`src/design/lsc_pkg.sv`:
```
// Shared types, constants and helper functions for the line segment clipper.
// No dependencies; imported by lsc_step and line_segment_clipper_core.
`default_nettype none
package lsc_pkg;

  localparam int COORD_W        = 16;
  localparam int MAX_CLIP_STEPS = 4;
  localparam int DIFF_W         = COORD_W + 1;
  localparam int PROD_W         = 2 * COORD_W;
  localparam int DIV_BITS       = 4;                              // quotient bits per stage
  localparam int DIV_STAGES     = (PROD_W + DIV_BITS - 1) / DIV_BITS;
  localparam int DIV_W          = DIV_STAGES * DIV_BITS;
  localparam int REG_ADDR_W     = 4;

  localparam logic [3:0] CODE_LEFT   = 4'd1;
  localparam logic [3:0] CODE_RIGHT  = 4'd2;
  localparam logic [3:0] CODE_BOTTOM = 4'd4;
  localparam logic [3:0] CODE_TOP    = 4'd8;

  localparam logic [1:0] REG_LEFT   = 2'd0;
  localparam logic [1:0] REG_BOTTOM = 2'd1;
  localparam logic [1:0] REG_RIGHT  = 2'd2;
  localparam logic [1:0] REG_TOP    = 2'd3;

  localparam logic signed [COORD_W-1:0] WIN_LOW_RESET  = COORD_W'(100);
  localparam logic signed [COORD_W-1:0] WIN_HIGH_RESET = COORD_W'(400);

  typedef logic signed [COORD_W-1:0] coord_t;
  typedef logic signed [DIFF_W-1:0]  diff_t;

  typedef struct packed {
    coord_t left;
    coord_t bottom;
    coord_t right;
    coord_t top;
  } window_t;

  typedef struct packed {
    coord_t     x1;
    coord_t     y1;
    coord_t     x2;
    coord_t     y2;
    logic [3:0] c1;
    logic [3:0] c2;
    logic       done;
    logic       acc;
  } seg_t;

  typedef struct packed {
    seg_t                 seg;
    logic                 active;
    logic                 move_first;
    logic                 horiz;      // moving onto top/bottom: y fixed, x interpolated
    coord_t               fixed;
    coord_t               base;
    logic                 neg;
    logic [COORD_W-1:0]   ma;
    logic [COORD_W-1:0]   mb;
    logic [COORD_W-1:0]   mc;
    logic [COORD_W:0]     rem;
    logic [DIV_W-1:0]     num;
    logic [DIV_W-1:0]     quot;
  } job_t;

  function automatic logic [3:0] region(coord_t x, coord_t y, window_t w);
    logic [3:0] c;
    c = 4'd0;
    if (x < w.left) c = c | CODE_LEFT;
    else if (x > w.right) c = c | CODE_RIGHT;
    if (y < w.bottom) c = c | CODE_BOTTOM;
    else if (y > w.top) c = c | CODE_TOP;
    return c;
  endfunction

  function automatic logic [COORD_W-1:0] mag(diff_t d);
    diff_t n;
    n = -d;
    return d[DIFF_W-1] ? n[COORD_W-1:0] : d[COORD_W-1:0];
  endfunction

  // DIV_BITS steps of restoring division
  function automatic job_t div_step(job_t j);
    job_t r;
    r = j;
    for (int i = 0; i < DIV_BITS; i++) begin
      r.rem  = {r.rem[COORD_W-1:0], r.num[DIV_W-1]};
      r.num  = {r.num[DIV_W-2:0], 1'b0};
      r.quot = {r.quot[DIV_W-2:0], 1'b0};
      if (r.rem >= {1'b0, r.mc}) begin
        r.rem     = r.rem - {1'b0, r.mc};
        r.quot[0] = 1'b1;
      end
    end
    return r;
  endfunction

endpackage
`default_nettype wire

```
`src/design/lsc_step.sv`:
```
// One clip step: edge select, multiply, pipelined divide, endpoint update.
// Depends on lsc_pkg.
`default_nettype none
module lsc_step
  import lsc_pkg::*;
(
  input  wire logic    clk,
  input  wire logic    rst,
  input  wire logic    en,
  input  wire window_t win,
  input  wire logic    step_in_valid,
  input  wire seg_t    step_in,
  output logic         step_out_valid,
  output seg_t         step_out
);

  job_t dec;
  logic v0, v1;
  job_t j0, j1;
  logic vd [DIV_STAGES];
  job_t jd [DIV_STAGES];

  always_comb begin
    seg_t       s;
    logic [3:0] sel;
    diff_t      dx, dy, a, b, c;
    s   = step_in;
    dec = '0;
    sel = (s.c1 != 4'd0) ? s.c1 : s.c2;
    dx  = DIFF_W'(s.x2) - DIFF_W'(s.x1);
    dy  = DIFF_W'(s.y2) - DIFF_W'(s.y1);
    a   = dy;
    b   = DIFF_W'(win.right) - DIFF_W'(s.x1);
    c   = dx;
    dec.horiz = 1'b0;
    dec.fixed = win.right;
    dec.base  = s.y1;
    if ((sel & CODE_TOP) != 4'd0) begin
      dec.horiz = 1'b1;
      dec.fixed = win.top;
      dec.base  = s.x1;
      a = dx;
      b = DIFF_W'(win.top) - DIFF_W'(s.y1);
      c = dy;
    end else if ((sel & CODE_BOTTOM) != 4'd0) begin
      dec.horiz = 1'b1;
      dec.fixed = win.bottom;
      dec.base  = s.x1;
      a = dx;
      b = DIFF_W'(win.bottom) - DIFF_W'(s.y1);
      c = dy;
    end else if ((sel & CODE_RIGHT) == 4'd0) begin
      dec.fixed = win.left;
      b = DIFF_W'(win.left) - DIFF_W'(s.x1);
    end
    dec.move_first = (s.c1 != 4'd0);
    dec.neg = a[DIFF_W-1] ^ b[DIFF_W-1] ^ c[DIFF_W-1];
    dec.ma  = mag(a);
    dec.mb  = mag(b);
    dec.mc  = mag(c);
    dec.active = 1'b0;
    if (!s.done) begin
      if ((s.c1 | s.c2) == 4'd0) begin
        s.done = 1'b1;
        s.acc  = 1'b1;
      end else if ((s.c1 & s.c2) != 4'd0) begin
        s.done = 1'b1;
        s.acc  = 1'b0;
      end else begin
        dec.active = 1'b1;
      end
    end
    dec.seg = s;
  end

  always_ff @(posedge clk) begin
    if (rst) begin
      v0 <= 1'b0;
      v1 <= 1'b0;
      for (int i = 0; i < DIV_STAGES; i++) vd[i] <= 1'b0;
      step_out_valid <= 1'b0;
    end else if (en) begin
      v0 <= step_in_valid;
      v1 <= v0;
      vd[0] <= v1;
      for (int i = 1; i < DIV_STAGES; i++) vd[i] <= vd[i-1];
      step_out_valid <= vd[DIV_STAGES-1];
    end
  end

  job_t mul_next;
  always_comb begin
    logic [PROD_W-1:0] prod;
    // full-width product of the two magnitudes
    prod          = j0.ma * j0.mb;
    mul_next      = j0;
    mul_next.num  = DIV_W'(prod);
    mul_next.rem  = '0;
    mul_next.quot = '0;
  end

  seg_t fin_next;
  always_comb begin
    job_t                  j;
    logic signed [DIV_W+1:0] q, bse, r;
    coord_t                val;
    j   = jd[DIV_STAGES-1];
    q   = (j.mc == '0) ? '0 : $signed({2'b00, j.quot});
    bse = (DIV_W+2)'(j.base);
    r   = j.neg ? bse - q : bse + q;
    if (r[DIV_W+1:COORD_W-1] != {(DIV_W-COORD_W+3){r[DIV_W+1]}})
      val = r[DIV_W+1] ? {1'b1, {(COORD_W-1){1'b0}}} : {1'b0, {(COORD_W-1){1'b1}}};
    else
      val = r[COORD_W-1:0];
    fin_next = j.seg;
    if (j.active) begin
      if (j.move_first) begin
        fin_next.x1 = j.horiz ? val : j.fixed;
        fin_next.y1 = j.horiz ? j.fixed : val;
        fin_next.c1 = region(fin_next.x1, fin_next.y1, win);
      end else begin
        fin_next.x2 = j.horiz ? val : j.fixed;
        fin_next.y2 = j.horiz ? j.fixed : val;
        fin_next.c2 = region(fin_next.x2, fin_next.y2, win);
      end
    end
  end

  always_ff @(posedge clk) begin
    if (en) begin
      j0 <= dec;
      j1 <= mul_next;
      jd[0] <= div_step(j1);
      for (int i = 1; i < DIV_STAGES; i++) jd[i] <= div_step(jd[i-1]);
      step_out <= fin_next;
    end
  end

endmodule
`default_nettype wire

```
`config.mk`:
```
export PLATFORM = sky130hd
export DESIGN_NAME = lsc_step
export DESIGN_NICKNAME = d
export VERILOG_FILES = /design/src/design/lsc_pkg.sv /design/src/design/lsc_step.sv
export SDC_FILE = /design/constraint.sdc
export NUM_CORES = 2
export LEC_CHECK = 0
export ABC_AREA = 1
export BUFFER_PORTS_ARGS = -buffer_cell sky130_fd_sc_hd__buf_2
export CAP_MARGIN = 15
export CELL_PAD_IN_SITES_DETAIL_PLACEMENT = 1
export CELL_PAD_IN_SITES_GLOBAL_PLACEMENT = 1
export CORE_UTILIZATION = 25
export DETAILED_ROUTE_END_ITERATION = 12
export GPL_ROUTABILITY_DRIVEN = 0
export PLACE_DENSITY_LB_ADDON = 0.08
export SYNTH_ARGS = -nofsm -noshare
export SYNTH_HDL_FRONTEND = slang
export SYNTH_SLANG_ARGS = --single-unit
```
`constraint.sdc`:
```
create_clock -name clk -period 13.4 [get_ports clk]
set_input_delay 0 -clock clk [delete_from_list [all_inputs] [get_ports clk]]
set_output_delay 0 -clock clk [all_outputs]
set_load 0.02 [all_outputs]
```
==> metrics.txt <==
Hold Worst Slack=0.0936 ns; slack of the critical path=1.22 ns; DR vias/cell=4.44; Synth async-reset ratio=0%; DR pass1 iterations=7; fin. max-slew vios=0; register area=53300 um2; Synth cell types=83; largest net degree at the start of global routing=200; GRT Total Usage=15.5%; area occupied by multi-input gates=39800 um2; Worst Path Arrival=12.78 ns; first-pass GRT wire length=463 mm; Worst path most repeated cell=a21oi_1; initial core utilization=25.1%; Post-Synth Adder-Cell Area=14.6%; critical path class=flop to flop; endpoints failing hold=0; Final period util=90.9%; core box area=393000 um2; DP HPWL=246 mm; reg2reg path depth=70; Mean Syn Cell Area=10.8 um2; Max-cap violations=0; DP Cell Count=14500; Initial DRC Count=3678; Residual DRC=0; clk sink count=1777; final setup fails=0; nets=10800; combinational family with the most area after synthesis=adder cells; Critical-path top delay cell=edfxtp_1; via count=66900; CP endpoint kind=flop; hold path depth=2; Post-Synthesis Cells=9129; cts bufs inserted=212; clock transition at the registers of the reported paths=0.05 ns; area grow syn2layout=16.6%; Die H=631 um; initial antenna violation count=42; crit-path max cell delay=0.53 ns; Tmin final=12.18 ns; Fin Clk Skew=0.0887 ns; Avg WL per Cell=20.9 um; Worst Hold Class=input pin to flop; DP Worst Slack=1.03 ns; row cnt=230; xor and xnor area share after synthesis=5.01%; top_reg_cell synth=edfxtp_1; status=finished clean; Max FO, Critical Path=29; Longest Clk Path Bufs=4; layout cells sized above 1=7.99%; Filler cells=43700; measured slew at the worst slew-check pin=1.32 ns; CTS tree=yes; CTS Root Cell=clkbuf_16; YS warnings=0; total global routing overflow=0; flops & latches, synth=1777; post-synthesis mux area share=0.129%; die width=631 um; Slew headroom=10.8%; worst-skew pair later-pin latency=0.92 ns; post-synthesis cell area=98800 um2; Placed Area=107000 um2; Post-synth EDFFs=1774; most common cell after layout, fill and taps aside=edfxtp_1; sequential area share after synthesis=54.0%; crit start category=flop; Finished Cell Area=115000 um2; vias in the first global route=70600; most frequent cells in the layout=1774 x edfxtp_1, 1652 x nand2_1, 1240 x inv_1, 781 x ha_1, 747 x a21oi_1; # IOs=217; number of buffers added on ports=216; CTS H-tree lvls=4; post-synthesis net count=10300; fmax=82.1 MHz; Simple-Gate Fraction of Synth Area=11.0%; critical path data required time=14.00 ns; Synth Area in Compound Gates=9.59%; drt total wl=315 mm; Cell Count, Final, Fillers Out=15100; number of routed nets with antenna violations=0; Die Area=398000 um2
[metrics by stage]
stage	TNS (ns)	util [%]
floorplan	0	-
global placement	0	27.1
detailed placement	0	27.1
CTS	0	29.3
global route	-0.0148	29.3
finish	0	29.3
[layer usage]
layer  vias to the layer above  wire length, um  track usage [%]
met3                       362             9380             1.67
met2                       775           151000             26.8
met4                         4             8080             3.91
li1                      32500                -                -
met5                         -               24                0
met1                     33200           146000             20.7
[worst max-delay path: cells and delay by family, from the launching register on]
kind	cells	cell delay, ns
AOI/OAI and AO/OA	38	6.07
adders and majority gates	4	1.41
buffers and inverters	10	1.40
DFF	1	0.53
muxes	1	0.38
and+or+nand+nor	17	2.05
[synth_stat cells, types with 75 or more instances]
cell type | count | area [um2]
edfxtp_1 | 1774 | 53300
nand2_1 | 1652 | 6200
inv_1 | 1241 | 4660
ha_1 | 781 | 9770
a21oi_1 | 747 | 3740
o21ai_0 | 489 | 2450
nor2_1 | 478 | 1790
xor2_1 | 303 | 2650
xnor2_1 | 262 | 2290
nand3_1 | 233 | 1170
fa_1 | 230 | 4600
clkbuf_1 | 120 | 450
o21ai_1 | 119 | 596
nand4_1 | 86 | 538
o21bai_1 | 75 | 563
[kinds of logic (layout without fill, tap and decap cells)]
group                    count (synthesis)  count (layout)
XOR/XNOR                               565             565
other                                    0               6
flip-flops                            1777            1777
buffers and inverters                 1455            2174
AND/OR/NAND/NOR                       2628            2628
AO/OA/AOI/OAI                         1681            1681
multiplexers                            12              12
adder cells (fa/ha/maj)               1011            1011
[sequential cells by signal (all words and copies together) (netlist names)]
| name | cells |
|---|---|
| step_out_valid | 1 |
| j1 | 158 |
| v0 | 1 |
| v1 | 1 |
| jd | 1376 |
| step_out | 74 |
| j0 | 158 |
| vd | 8 |
[final timing paths]
| path | slack, ns | end | start |
|---|---|---|---|
| setup / recovery | 1.22 | jd[0][536] | jd[0][314] |
| setup reg to reg | 1.22 | jd[0][536] | jd[0][314] |
| hold reg to reg | 0.36 | jd[1][459] | jd[1][224] |
| hold / removal | 0.09 | j0[170] | step_in[5] |
[layout make-up]
type	instances	area share, %
repair buffers	538	3.54
well taps	5220	5.67
multi-input cells	5897	34.6
flip-flops and latches	1777	46.3
clock buffers	249	4.76
diodes	6	0.0130
clock inverters	131	1.02
inverters	1256	4.11
[what timing repair did]
action                                  in CTS  in global routing
hold buffers                               186                  0
endpoints found under the setup margin       0                 47
buffers inserted                             0                  8
gates resized for setup                      0                  9
endpoints found under the hold margin      243                  0
Power is left out: the tool's default activity adds up to more than one toggle a clock period on the data nets, which glitch-free logic cannot reach.
